### src/wct_pkg.sv
`default_nettype none
package wct_pkg;
  localparam int HistoryDepthDefault = 16;
  localparam int SampleBitsDefault   = 16;
  localparam int ValW  = 16;
  localparam int SumW  = 33;
  localparam int WSumW = 40;
  localparam int CfgAddrW = 2;
  localparam int CfgDataW = 8;
  localparam int DistW = 17;

  typedef enum logic [1:0] {
    CFG_ROWS = 2'd0,
    CFG_COLS = 2'd1,
    CFG_WIN  = 2'd2
  } cfg_idx_t;

  typedef enum logic [2:0] {
    ST_ACCUM,
    ST_DIV,
    ST_READ,
    ST_ROOT,
    ST_OUT
  } state_t;

  // Controller to datapath commands.
  typedef struct packed {
    logic div_start;
    logic commit;
    logic read_start;
    logic root_start;
    logic out_load;
  } cmd_t;

  // Datapath to controller status.
  typedef struct packed {
    logic frame_end;
    logic div_done;
    logic root_done;
    logic out_busy;
  } stat_t;

  typedef struct packed {
    logic        touch_found;
    logic [15:0] centroid_row;
    logic [15:0] centroid_col;
    logic        history_present;
    logic [16:0] motion_distance;
  } result_t;
endpackage
`default_nettype wire

### src/wct_cell_if.sv
`default_nettype none
interface wct_cell_if;
  logic        valid;
  logic        ready;
  logic [15:0] cell_value;
  modport source (output valid, output cell_value, input ready);
  modport sink (input valid, input cell_value, output ready);
endinterface
`default_nettype wire

### src/wct_result_if.sv
`default_nettype none
interface wct_result_if;
  logic        valid;
  logic        ready;
  logic        touch_found;
  logic [15:0] centroid_row;
  logic [15:0] centroid_col;
  logic        history_present;
  logic [16:0] motion_distance;
  modport source (output valid, output touch_found, output centroid_row,
                  output centroid_col, output history_present,
                  output motion_distance, input ready);
  modport sink (input valid, input touch_found, input centroid_row,
                input centroid_col, input history_present,
                input motion_distance, output ready);
endinterface
`default_nettype wire

### src/wct_ctrl.sv
`default_nettype none
module wct_ctrl (
  input  wire logic          clk,
  input  wire logic          rst_n,
  input  wire logic          in_fire,
  input  wire wct_pkg::stat_t stat,
  output wct_pkg::cmd_t      cmd,
  output logic               in_ready
);
  import wct_pkg::*;

  state_t state_r, state_nxt;

  always_ff @(posedge clk) begin
    if (!rst_n) begin
      state_r <= ST_ACCUM;
    end else begin
      state_r <= state_nxt;
    end
  end

  always_comb begin
    state_nxt = state_r;
    cmd = '0;
    in_ready = 1'b0;
    unique case (state_r)
      ST_ACCUM: begin
        in_ready = 1'b1;
        if (in_fire && stat.frame_end) begin
          state_nxt = ST_DIV;
          cmd.div_start = 1'b1;
        end
      end
      ST_DIV: begin
        if (stat.div_done) begin
          cmd.commit = 1'b1;
          state_nxt = ST_READ;
        end
      end
      ST_READ: begin
        cmd.read_start = 1'b1;
        state_nxt = ST_ROOT;
      end
      ST_ROOT: begin
        if (stat.root_done) begin
          state_nxt = ST_OUT;
        end
      end
      ST_OUT: begin
        if (!stat.out_busy) begin
          cmd.out_load = 1'b1;
          state_nxt = ST_ACCUM;
        end
      end
      default: state_nxt = ST_ACCUM;
    endcase
    cmd.root_start = (state_r == ST_READ);
  end
endmodule
`default_nettype wire

### src/wct_datapath.sv
`default_nettype none
module wct_datapath #(
  parameter int HISTORY_DEPTH = wct_pkg::HistoryDepthDefault,
  parameter int SAMPLE_BITS   = wct_pkg::SampleBitsDefault
) (
  input  wire logic                      clk,
  input  wire logic                      rst_n,
  input  wire logic                      in_fire,
  input  wire logic [15:0]               in_value,
  input  wire logic                      cfg_we,
  input  wire logic [wct_pkg::CfgAddrW-1:0] cfg_idx,
  input  wire logic [wct_pkg::CfgDataW-1:0] cfg_data,
  input  wire wct_pkg::cmd_t             cmd,
  output wct_pkg::stat_t                 stat,
  output logic                           out_valid,
  input  wire logic                      out_ready,
  output wct_pkg::result_t               out_res
);
  import wct_pkg::*;

  localparam int AW = (HISTORY_DEPTH > 1) ? $clog2(HISTORY_DEPTH) : 1;
  localparam int FW = $clog2(HISTORY_DEPTH + 1);
  localparam int NUMW = WSumW + 8;

  logic [7:0] rows_r, cols_r;
  logic [4:0] win_r;
  logic [7:0] row_r, col_r;
  logic [SumW-1:0]  sv_r;
  logic [WSumW-1:0] sr_r, sc_r;

  always_ff @(posedge clk) begin
    if (!rst_n) begin
      rows_r <= 8'd8;
      cols_r <= 8'd8;
      win_r  <= 5'd2;
    end else if (cfg_we) begin
      case (cfg_idx)
        CFG_ROWS: rows_r <= cfg_data;
        CFG_COLS: cols_r <= cfg_data;
        CFG_WIN:  win_r  <= cfg_data[4:0];
        default: ;
      endcase
    end
  end

  logic [15:0] v;
  logic        last_col, last_row;
  assign v = 16'(in_value[SAMPLE_BITS-1:0]);
  assign last_col = ({1'b0, col_r} + 9'd1) >= {1'b0, cols_r};
  assign last_row = ({1'b0, row_r} + 9'd1) >= {1'b0, rows_r};
  assign stat.frame_end = last_col && last_row;

  logic [23:0] vr, vc;
  assign vr = v * row_r;
  assign vc = v * col_r;

  // Frame total latched at frame end; the accumulators restart.
  logic [SumW-1:0]  fv_r;

  always_ff @(posedge clk) begin
    if (!rst_n) begin
      row_r <= '0; col_r <= '0;
      sv_r <= '0; sr_r <= '0; sc_r <= '0;
    end else if (in_fire) begin
      if (!last_col) begin
        col_r <= col_r + 8'd1;
      end else begin
        col_r <= '0;
        row_r <= last_row ? 8'd0 : row_r + 8'd1;
      end
      if (stat.frame_end) begin
        sv_r <= '0; sr_r <= '0; sc_r <= '0;
        fv_r <= sv_r + SumW'(v);
      end else begin
        sv_r <= sv_r + SumW'(v);
        sr_r <= sr_r + WSumW'(vr);
        sc_r <= sc_r + WSumW'(vc);
      end
    end
  end

  // Restoring divider, one quotient bit per cycle, row and column together.
  logic [NUMW-1:0] qr_r, qc_r;
  logic [SumW:0]   rr_r, rc_r;
  logic [5:0]      dcnt_r;
  logic            dbusy_r;
  logic [SumW:0]   rr_sh, rc_sh;
  assign rr_sh = {rr_r[SumW-1:0], qr_r[NUMW-1]};
  assign rc_sh = {rc_r[SumW-1:0], qc_r[NUMW-1]};

  always_ff @(posedge clk) begin
    if (!rst_n) begin
      dbusy_r <= 1'b0;
      dcnt_r  <= '0;
    end else if (cmd.div_start) begin
      // The last cell is still on the input, so its weight joins the sums here.
      dbusy_r <= 1'b1;
      dcnt_r  <= 6'(NUMW);
      qr_r <= {sr_r + WSumW'(vr), 8'd0};
      qc_r <= {sc_r + WSumW'(vc), 8'd0};
      rr_r <= '0; rc_r <= '0;
    end else if (dbusy_r) begin
      if (rr_sh >= {1'b0, fv_r}) begin
        rr_r <= rr_sh - {1'b0, fv_r};
        qr_r <= {qr_r[NUMW-2:0], 1'b1};
      end else begin
        rr_r <= rr_sh;
        qr_r <= {qr_r[NUMW-2:0], 1'b0};
      end
      if (rc_sh >= {1'b0, fv_r}) begin
        rc_r <= rc_sh - {1'b0, fv_r};
        qc_r <= {qc_r[NUMW-2:0], 1'b1};
      end else begin
        rc_r <= rc_sh;
        qc_r <= {qc_r[NUMW-2:0], 1'b0};
      end
      dcnt_r <= dcnt_r - 6'd1;
      if (dcnt_r == 6'd1) dbusy_r <= 1'b0;
    end
  end
  assign stat.div_done = dbusy_r && (dcnt_r == 6'd1) ? 1'b0 : (!dbusy_r);

  // Ring with valid bits; an unwritten entry reads as zero.
  logic [31:0]              ring_mem [HISTORY_DEPTH];
  logic [HISTORY_DEPTH-1:0] ring_vld_r;
  logic [AW-1:0]            wslot_r;
  logic [FW-1:0]            fill_r;
  logic                     touch_r;
  logic                     nz;
  assign nz = (fv_r != '0);

  always_ff @(posedge clk) begin
    if (cmd.commit && nz) ring_mem[wslot_r] <= {qr_r[15:0], qc_r[15:0]};
  end

  always_ff @(posedge clk) begin
    if (!rst_n) begin
      ring_vld_r <= '0;
      wslot_r <= '0;
      fill_r <= '0;
    end else if (cmd.commit && nz) begin
      ring_vld_r[wslot_r] <= 1'b1;
      wslot_r <= (32'(wslot_r) == HISTORY_DEPTH - 1) ? '0 : wslot_r + AW'(1);
      if (32'(fill_r) < HISTORY_DEPTH) fill_r <= fill_r + FW'(1);
    end
  end
  always_ff @(posedge clk) begin
    if (cmd.commit) touch_r <= nz;
  end

  function automatic logic [AW-1:0] back(input logic [AW-1:0] ws, input logic [FW-1:0] n);
    logic [FW:0] t;
    t = {1'b0, FW'(ws)} + (FW+1)'(HISTORY_DEPTH) - {1'b0, n};
    if (32'(t) >= HISTORY_DEPTH) t = t - (FW+1)'(HISTORY_DEPTH);
    return t[AW-1:0];
  endfunction

  logic [FW-1:0] nwin;
  logic [AW-1:0] sa, sb;
  always_comb begin
    nwin = (32'(win_r) > 32'(fill_r)) ? fill_r : FW'(win_r);
    if (nwin == '0) nwin = FW'(1);
    sa = back(wslot_r, FW'(1));
    sb = back(wslot_r, nwin);
  end

  logic [31:0] ea_r, eb_r;
  logic        va_r, vb_r;
  always_ff @(posedge clk) begin
    if (cmd.read_start) begin
      ea_r <= ring_mem[sa];
      eb_r <= ring_mem[sb];
      va_r <= ring_vld_r[sa];
      vb_r <= ring_vld_r[sb];
    end
  end
  logic [31:0] ea, eb;
  assign ea = va_r ? ea_r : 32'd0;
  assign eb = vb_r ? eb_r : 32'd0;

  // Square of displacement, then a bit-pair root, one step per cycle.
  logic [15:0] dr, dc;
  assign dr = (ea[31:16] >= eb[31:16]) ? ea[31:16] - eb[31:16] : eb[31:16] - ea[31:16];
  assign dc = (ea[15:0] >= eb[15:0]) ? ea[15:0] - eb[15:0] : eb[15:0] - ea[15:0];

  logic [1:0]  rph_r;
  logic [32:0] sq_r;
  logic [33:0] rv_r, rres_r, rbit_r;
  logic [4:0]  rcnt_r;
  logic        rbusy_r;
  logic [33:0] rtry;
  assign rtry = rres_r + rbit_r;

  always_ff @(posedge clk) begin
    if (!rst_n) begin
      rbusy_r <= 1'b0;
      rph_r <= '0;
      rcnt_r <= '0;
    end else if (cmd.root_start) begin
      rbusy_r <= 1'b1;
      rph_r <= 2'd1;
    end else if (rbusy_r && rph_r == 2'd1) begin
      sq_r <= 33'(dr * dr) + 33'(dc * dc);
      rph_r <= 2'd2;
    end else if (rbusy_r && rph_r == 2'd2) begin
      rv_r <= {1'b0, sq_r};
      rres_r <= '0;
      rbit_r <= 34'h1 << 32;
      rcnt_r <= 5'd17;
      rph_r <= 2'd3;
    end else if (rbusy_r) begin
      if (rv_r >= rtry) begin
        rv_r <= rv_r - rtry;
        rres_r <= (rres_r >> 1) + rbit_r;
      end else begin
        rres_r <= rres_r >> 1;
      end
      rbit_r <= rbit_r >> 2;
      rcnt_r <= rcnt_r - 5'd1;
      if (rcnt_r == 5'd1) rbusy_r <= 1'b0;
    end
  end
  assign stat.root_done = !rbusy_r;

  always_ff @(posedge clk) begin
    if (!rst_n) begin
      out_valid <= 1'b0;
    end else if (cmd.out_load) begin
      out_valid <= 1'b1;
      out_res.touch_found <= touch_r;
      out_res.centroid_row <= ea[31:16];
      out_res.centroid_col <= ea[15:0];
      out_res.history_present <= (fill_r != '0);
      out_res.motion_distance <= (fill_r < FW'(2)) ? '0 : rres_r[16:0];
    end else if (out_ready) begin
      out_valid <= 1'b0;
    end
  end
  assign stat.out_busy = out_valid && !out_ready;
endmodule
`default_nettype wire

### src/weighted_centroid_tracker_top.sv
`default_nettype none
// Intensity-weighted centroid tracker. Cells stream in at one word per cycle
// in raster order; the last cell of a frame starts a post-frame pass (the
// 48-step divider for row and column together and the ring write, the ring
// read, the square and the 17-step square root, and the output load), during
// which no cell is taken. One result word per frame follows on the output
// register, which holds while the sink stalls; a stalled sink extends the pass
// until the register frees.
module weighted_centroid_tracker_top #(
  parameter int HISTORY_DEPTH = wct_pkg::HistoryDepthDefault,
  parameter int SAMPLE_BITS   = wct_pkg::SampleBitsDefault
) (
  input  wire logic                          clk,
  input  wire logic                          rst_n,
  wct_cell_if.sink                           in_ch,
  wct_result_if.source                       out_ch,
  input  wire logic                          cfg_we,
  input  wire logic [wct_pkg::CfgAddrW-1:0]  cfg_idx,
  input  wire logic [wct_pkg::CfgDataW-1:0]  cfg_data
);
  import wct_pkg::*;

  cmd_t    cmd;
  stat_t   stat;
  result_t res;
  logic    in_fire, rdy;

  assign in_ch.ready = rdy;
  assign in_fire = in_ch.valid && rdy;

  wct_ctrl u_ctrl (
    .clk(clk), .rst_n(rst_n), .in_fire(in_fire), .stat(stat), .cmd(cmd), .in_ready(rdy)
  );

  wct_datapath #(.HISTORY_DEPTH(HISTORY_DEPTH), .SAMPLE_BITS(SAMPLE_BITS)) u_dp (
    .clk(clk), .rst_n(rst_n), .in_fire(in_fire), .in_value(in_ch.cell_value),
    .cfg_we(cfg_we), .cfg_idx(cfg_idx), .cfg_data(cfg_data),
    .cmd(cmd), .stat(stat), .out_valid(out_ch.valid), .out_ready(out_ch.ready),
    .out_res(res)
  );

  assign out_ch.touch_found = res.touch_found;
  assign out_ch.centroid_row = res.centroid_row;
  assign out_ch.centroid_col = res.centroid_col;
  assign out_ch.history_present = res.history_present;
  assign out_ch.motion_distance = res.motion_distance;

  a_no_accept_busy: assert property (@(posedge clk) disable iff (!rst_n)
    cmd.div_start |=> !rdy) else $error("cell accepted during frame pass");
  a_touch_hist: assert property (@(posedge clk) disable iff (!rst_n)
    out_ch.valid && out_ch.touch_found |-> out_ch.history_present)
    else $error("touch without history");
  a_single_load: assert property (@(posedge clk) disable iff (!rst_n)
    cmd.out_load |-> !(out_ch.valid && !out_ch.ready)) else $error("result overwritten");
endmodule
`default_nettype wire
### src/flat_wrapper.sv
// flat-port wrapper written by rule: the top's interface ports become plain ports
module weighted_centroid_tracker_top_flat import wct_pkg::*;
#(
  parameter int HISTORY_DEPTH = wct_pkg::HistoryDepthDefault,
  parameter int SAMPLE_BITS   = wct_pkg::SampleBitsDefault
)
  (clk, rst_n, cfg_we, cfg_idx, cfg_data, in_ch_valid, in_ch_cell_value, in_ch_ready, out_ch_valid, out_ch_touch_found, out_ch_centroid_row, out_ch_centroid_col, out_ch_history_present, out_ch_motion_distance, out_ch_ready);
  wct_cell_if in_ch_i ();
  wct_result_if out_ch_i ();
  input  wire logic clk;
  input  wire logic rst_n;
  input  wire logic cfg_we;
  input  wire logic [wct_pkg::CfgAddrW-1:0] cfg_idx;
  input  wire logic [wct_pkg::CfgDataW-1:0] cfg_data;
  input wire logic [$bits(in_ch_i.valid)-1:0] in_ch_valid;
  input wire logic [$bits(in_ch_i.cell_value)-1:0] in_ch_cell_value;
  output wire logic [$bits(in_ch_i.ready)-1:0] in_ch_ready;
  output wire logic [$bits(out_ch_i.valid)-1:0] out_ch_valid;
  output wire logic [$bits(out_ch_i.touch_found)-1:0] out_ch_touch_found;
  output wire logic [$bits(out_ch_i.centroid_row)-1:0] out_ch_centroid_row;
  output wire logic [$bits(out_ch_i.centroid_col)-1:0] out_ch_centroid_col;
  output wire logic [$bits(out_ch_i.history_present)-1:0] out_ch_history_present;
  output wire logic [$bits(out_ch_i.motion_distance)-1:0] out_ch_motion_distance;
  input wire logic [$bits(out_ch_i.ready)-1:0] out_ch_ready;
  assign in_ch_i.valid = in_ch_valid;
  assign in_ch_i.cell_value = in_ch_cell_value;
  assign in_ch_ready = in_ch_i.ready;
  assign out_ch_valid = out_ch_i.valid;
  assign out_ch_touch_found = out_ch_i.touch_found;
  assign out_ch_centroid_row = out_ch_i.centroid_row;
  assign out_ch_centroid_col = out_ch_i.centroid_col;
  assign out_ch_history_present = out_ch_i.history_present;
  assign out_ch_motion_distance = out_ch_i.motion_distance;
  assign out_ch_i.ready = out_ch_ready;
  weighted_centroid_tracker_top #(.HISTORY_DEPTH(HISTORY_DEPTH), .SAMPLE_BITS(SAMPLE_BITS)) u_core (.clk(clk), .rst_n(rst_n), .in_ch(in_ch_i), .out_ch(out_ch_i), .cfg_we(cfg_we), .cfg_idx(cfg_idx), .cfg_data(cfg_data));
endmodule
### config.mk
export PLATFORM = sky130hd
export DESIGN_NAME = weighted_centroid_tracker_top_flat
export DESIGN_NICKNAME = d
export VERILOG_FILES = /design/src/wct_pkg.sv /design/src/wct_cell_if.sv /design/src/wct_result_if.sv /design/src/wct_ctrl.sv /design/src/wct_datapath.sv /design/src/weighted_centroid_tracker_top.sv /design/src/flat_wrapper.sv
export SDC_FILE = /design/constraint.sdc
export NUM_CORES = 2
export LEC_CHECK = 0
export ABC_AREA = 1
export BUFFER_PORTS_ARGS = -buffer_cell sky130_fd_sc_hd__buf_2
export CORE_MARGIN = 5
export CORE_UTILIZATION = 30
export CTS_BUF_LIST = sky130_fd_sc_hd__clkbuf_16
export CTS_CLUSTER_DIAMETER = 40
export DETAILED_ROUTE_END_ITERATION = 10
export PLACE_DENSITY = 0.51
export SLEW_MARGIN = 0
export SYNTH_ARGS = -nofsm -noshare
export SYNTH_HDL_FRONTEND = slang
export SYNTH_SLANG_ARGS = --single-unit
### constraint.sdc
create_clock -name clk -period 21.5 [get_ports clk]
set_input_delay 4.3 -clock clk [delete_from_list [all_inputs] [get_ports clk]]
set_output_delay 4.3 -clock clk [all_outputs]
set_load 0.005 [all_outputs]
---- Word level (Yosys, flattened, before mapping) ----
Memories as Yosys holds them, arrays and structs flattened. A register that Yosys moved wholly into a read port is not among the register bits.
Cells that the tools add are included.
storage, ports and cells
  bits in registers ....................... 561
  bits in writable memories ............... 512
  input port bits ......................... 31
  output and inout bits ................... 53
  logic and storage cells ................. 215
  memories ................................ 1
memory list
  name                  words  width  read ports  clocked after Yosys merged registers in  wr ports  line                 source
  u_core.u_dp.ring_mem  16     32     2           2                                        1         wct_datapath.sv:124  logic [31:0] ring_mem [HISTORY_DEPTH];
cells by class
  add/subtract/negate cells ............... 26
  $mul .................................... 4
  magnitude comparators ................... 16
  equal/unequal tests ..................... 17
  muxes and demuxes ....................... 69
  bitwise logic cells ..................... 4
  reduce and logical (&&, ||, !) cells .... 38
operators by type and width
  operator                                                        number
  33-bit 2-to-1 mux                                               7
  48-bit 2-to-1 mux                                               4
  34-bit 2-to-1 mux                                               4
  40-bit by 24-bit adder with 40-bit output                       2
  40-bit 2-to-1 mux                                               2
  34-bit by 33-bit greater-or-equal comparator with 1-bit output  2
  33-bit subtractor                                               2
  16-bit by 16-bit multiplier with 32-bit output                  2
  32-bit 2-to-1 mux                                               2
  16-bit subtractor                                               4
  16-bit by 8-bit multiplier with 24-bit output                   2
  33-bit by 33-bit adder with 34-bit output                       1
  34-bit by 33-bit adder with 34-bit output                       1
  34-bit greater-or-equal comparator                              1
  34-bit subtractor                                               1
  32-bit by 32-bit adder with 33-bit output                       1
  33-bit by 16-bit adder with 33-bit output                       1
  33-bit nonzero test                                             1
  16-bit greater-or-equal comparator                              2
  16-bit 2-to-1 mux                                               2
  1-bit 2-to-1 mux                                                27
  5-bit 2-to-1 mux                                                4
  8-bit by 1-bit adder with 9-bit output, second input constant   2
  9-bit by 8-bit greater-or-equal comparator with 1-bit output    2
  other kinds (47)                                                95

---- Longest topological paths before layout ----
  depth after elaboration ................. 9
  mapped depth ............................ 44
  gate-level depth less buffers ........... 43

---- Hierarchy ----
From an unflattened synthesis, not the netlist that was laid out.
second synthesis, totals
  cell total of the unflattened synthesis .. 10,608
  area total of the unflattened synthesis .. 89,019.1 um^2
modules (own cells, without submodules)
  module                         instances  cells each  area each (um^2)  sequential area each (um^2)
  wct_datapath                   1          10,568      88,780.1          32,140.8
  wct_ctrl                       1          38          231.5             60.1
  weighted_centroid_tracker_top  1          2           7.5               0.0

---- Worst setup path before layout ----
Ideal clock, no wire load.
  kind .................................... in2reg
  from .................................... input port in_ch_valid
  to ...................................... register u_core.u_dp.qc_r[0] (enable)
  setup time .............................. 529 ps
  data arrival time ....................... 10,275 ps
  required time ........................... 20,971 ps
  setup slack ............................. 10,696 ps
  stages on the path ...................... 8
  buffers on the path ..................... 2
  cells stage by stage .................... nand2_1 -> clkbuf_1 -> a21oi_1 -> nand2_2 -> buf_4 -> nor2_1 -> inv_1 -> nand2_1
on the way
  cells in the longest elaborated chain, start to end .. 6
ends and longest elaborated chain
  what                                  line                                 source
  from (decl)                           flat_wrapper.sv:15                   input wire logic [$bits(in_ch_i.valid)-1:0] in_ch_valid;
  1-bit logical AND                     weighted_centroid_tracker_top.sv:29  assign in_fire = in_ch.valid && rdy;
  1-bit logical AND                     wct_ctrl.sv:29                       if (in_fire && stat.frame_end) begin
  1-bit 2-to-1 mux                      wct_ctrl.sv:29
  1-bit 2-to-1 mux                      wct_ctrl.sv:26                       unique case (state_r)
  2-bit nonzero test (no source line)   --
  2-bit AND reduction (no source line)  --
  to (signal assigned)                  wct_datapath.sv:100                  qc_r <= {sc_r + WSumW'(vc), 8'd0};
  to (signal assigned)                  wct_datapath.sv:112                  qc_r <= {qc_r[NUMW-2:0], 1'b1};
  to (signal assigned)                  wct_datapath.sv:115                  qc_r <= {qc_r[NUMW-2:0], 1'b0};
  to (decl)                             wct_datapath.sv:83                   logic [NUMW-1:0] qr_r, qc_r;
Every way passes these cells.
A chain may end at the register's enable or synchronous reset.

---- Worst setup path in the final report ----
  from .................................... register u_core.u_dp.va_r
  to ...................................... register u_core.u_dp.sq_r[28] (data pin)
on the way
  cells in the longest elaborated chain, start to end .. 5
  elaborated cells between the ends (all ways) .. 12
  those cells by class .................... 5 x add/sub; 2 x mul; 2 x order compare; 3 x mux
ends and longest elaborated chain
  what                                            line                                      source
  from (decl)                                     wct_datapath.sv:168                       logic va_r, vb_r;
  from (signal assigned)                          wct_datapath.sv:173                       va_r <= ring_vld_r[sa];
  32-bit 2-to-1 mux (*)                           wct_datapath.sv:178                       assign ea = va_r ? ea_r : 32'd0;
  16-bit subtractor (tied with other cells)       wct_datapath.sv:183                       assign dr = (ea[31:16] >= eb[31:16]) ? ea[31:16] - eb[31:16] : eb[31:16] - ea[31:16];
  16-bit 2-to-1 mux, on equally long branches     wct_datapath.sv:183, wct_datapath.sv:184
  16-bit by 16-bit multiplier with 32-bit output  wct_datapath.sv:203                       sq_r <= 33'(dr * dr) + 33'(dc * dc);
  32-bit by 32-bit adder with 33-bit output (*)   wct_datapath.sv:203
  to (signal assigned)                            wct_datapath.sv:203
  to (decl)                                       wct_datapath.sv:187                       logic [32:0] sq_r;
Mark *: on every way between the ends. The rest lies on a longest branch, timed or not.

==> results.cfg <==
[floorplan]
io_pins = 84
coreArea_um2 = 288000
start_util = 0.302
dieArea_um2 = 301000
dieWidth_um = 549
rows = 197
chipHeight_um = 549

[placement]
dpl.cell_count = 13600
place_hpwl_um = 192000
port_buffers = 83
place.gp.congestion = 0.890

[critical_path]
reg2reg_to = u_core.u_dp.sq_r[28]
cp_max_fo = 32
r2r_slack_ns = 11.12
arrival_ns = 10.96
ff2ff_path_depth = 32
cpMostUsedCell = fa_1
worstSetupEndpointType = flip-flop
startpoint_type = flip-flop
cp.required_ns = 22.08
critical_path.startpoint = u_core.u_dp.va_r
reg2reg_from = u_core.u_dp.va_r
path_class = reg -> reg
slowest_delay_ns = 0.69
critPathSlowestCell = ha_1

[timing]
fin_crit_ns = 10.38
worst_slew_pin_slew_ns = 1.19
whs_ns = 0.377
rsz0062_at_grt = no
fin_tns_setup_ns = 0
hold_violations = 0
max_freq_ghz = 0.0963
slew_violations = 0
finalSetupViolations = 0
period_share = 0.483
skew_ns = 0.0984
worst_slew_margin_rel = 0.207

[logic_synthesis]
syn-num-nets = 11300
synthDistinctLibCells = 65
syn_area_um2 = 87000
synth_edf_count = 943
synthTopCellsByArea = edfxtp_1, fa_1, nand2_1
postSynthAreaPerCell_um2 = 8.57
syn_inst = 10100
ys_ff_latch = 1137
yosys.area.top_type = edfxtp_1
synth.yosys.seq_area_share = 0.370
ys.flop_type = edfxtp_1
synth_warnings = 0
synth_top_area_share = 0.325
synthArstFlopShare = 0

[cts]
clockRootBuffer = clkbuf_16
cts_setup_buffers = 0
clk_latency_ns = 0.91
holdBufCountCts = 0
cts_resized = 0
clock_path_buffers = 4
h-tree-depth = 4
path_clk_slew_ns = 0.05
cts_made_buffers = 224
cts.sinks = 1137
cts_tree = yes

[min_path]
min_from = u_core.u_dp.touch_r
hold_end = u_core.u_dp.out_res[50]
hold_class = reg -> reg
hold_path_depth = 0

[layout]
instances_no_fill = 14100
nNetsFinal = 11300
syn_to_final_growth_pct = 13.9
num_antenna_cells = 0
drive_gt1_frac = 0.0681

[global_route]
grt_pass1_vias = 72100
antenna_found_initial = 17
grt_use_total = 0.178
grt_pass1_wl_um = 424000
global_route.overflow_total = 0
grt_max_degree = 191

[status]
status = completed

[drt]
routed_via_density = 5.02
dr.pass1.iters = 7
top_layer = met5
wl_met1_um = 120000
vias = 70600
drtAntennaViolNets = 0
drtIter0Drc = 5784
met3_length_um = 15800
drc = 0
wirelength_um = 274000
wl_met2_um = 130000
routedWlPerCell_um = 19.5

[job]
drv_cap = 0
-- layout make-up --
type / instances / area [µm²]
flip-flops and latches: 1137 / 32200
fillers: 29700 / 189000
repair buffers: 155 / 981
multi-input cells: 6996 / 47400
well taps: 3781 / 4730
clock inverters: 190 / 2200
inverters: 1580 / 5960
clock buffers: 227 / 5680
-- cell families (layout without fill, tap and decap cells) --
family,count (synthesis),after routing,synth area share
AND/OR/NAND/NOR,3524,3524,0.163
AO/OA/AOI/OAI,2020,2020,0.131
buffers and inverters,2016,2152,0.0887
adder cells (fa/ha/maj),1145,1145,0.217
flip-flops,1137,1137,0.370
XOR/XNOR,307,307,0.0310
-- layer usage --
layer  up-vias  global-route usage
li1      33200                   -
met2      2228               0.301
met5         -                   0
met4        14              0.0535
met3       490              0.0226
met1     34700               0.237
-- worst max path at each step --
stage,cells after the start,slack [ns],end
6_report,32,11.12,u_core.u_dp.sq_r[28]
5_1_grt,32,10.39,u_core.u_dp.sq_r[28]
4_1_cts,32,11.06,u_core.u_dp.sq_r[28]
3_5_place_dp,32,11.11,u_core.u_dp.sq_r[28]
3_3_place_gp,32,11.21,u_core.u_dp.sq_r[28]
2_1_floorplan,8,10.70,u_core.u_dp.qc_r[0]
-- cell usage after synthesis, types with 13 or more instances --
cell      number
nand2_1     2017
inv_1       1556
nor2_1       964
edfxtp_1     943
o21ai_0      781
a21oi_1      770
fa_1         605
ha_1         540
clkbuf_1     329
nand3_1      307
xor2_1       195
dfxtp_1      194
xnor2_1      111
nor3_1        77
buf_2         68
nand4_1       63
a31oi_1       60
a21o_1        44
o211ai_1      44
a221oi_1      38
a31o_2        36
o221ai_1      36
o22ai_1       34
a221o_1       32
o21bai_1      30
o21a_1        28
or2_2         26
nor4_1        24
o21ai_1       23
inv_2         22
buf_1         21
a211oi_1      19
a21boi_0      15
nand2_2       13
-- sequential cells by signal, indices dropped and copies added (netlist names), 6 cells and up --
signal                  flops
u_core.u_dp.sv_r           33
u_core.u_dp.row_r           8
u_core.u_dp.sc_r           40
u_core.u_dp.out_res        51
u_core.u_dp.rv_r           34
u_core.u_dp.sq_r           33
u_core.u_dp.ring_vld_r     16
u_core.u_dp.ring_mem      512
u_core.u_dp.cols_r          8
u_core.u_dp.fv_r           33
u_core.u_dp.dcnt_r          6
u_core.u_dp.rows_r          8
u_core.u_dp.qc_r           48
u_core.u_dp.rr_r           33
u_core.u_dp.ea_r           32
u_core.u_dp.col_r           8
u_core.u_dp.rres_r         34
u_core.u_dp.sr_r           40
u_core.u_dp.eb_r           32
u_core.u_dp.qr_r           48
u_core.u_dp.rc_r           33
u_core.u_dp.rbit_r         17
-- critical path: cells and delay by family (launching register included) --
family                     cells  cell delay [ns]
DFF                            1             0.32
and+or+nand+nor               10             1.72
adders and majority gates     10             5.19
buffers and inverters          7             1.53
AOI/OAI and AO/OA              4             1.18
xor gates and xnor gates       1             0.14
-- through the flow --
| step | setup WS [ns] | utilization | instance area, µm² |
|---|---|---|---|
| floorplan | 10.70 | - | 87000 |
| global placement | 11.21 | 0.316 | 91200 |
| detailed placement | 11.11 | 0.316 | 91200 |
| CTS | 11.06 | 0.344 | 99100 |
| global route | 10.39 | 0.344 | 99100 |
| finish | 11.12 | 0.344 | 99100 |
-- cells in the final DEF, fill, tap and decap left out, types with 24 or more instances in the layout --
master	n
a221oi_1	38
inv_6	32
clkbuf_16	227
nor3_1	75
clkinvlp_4	33
bufinv_16	31
edfxtp_1	943
buf_2	83
o21a_1	28
nand2_1	2014
fa_1	604
o21bai_1	30
nand3_1	307
a21oi_1	770
o21ai_0	781
xor2_1	194
a31oi_1	60
clkinv_4	24
a221o_1	32
a21o_1	44
ha_1	538
dfxtp_1	193
o211ai_1	44
a31o_2	36
o22ai_1	34
buf_4	70
or2_2	26
nor2_1	944
o221ai_1	36
inv_1	1561
nand4_1	63
xnor2_1	108
clkinv_2	24
Power is left out: the tool's default activity adds up to more than one toggle a clock period on the data nets, which glitch-free logic cannot reach.
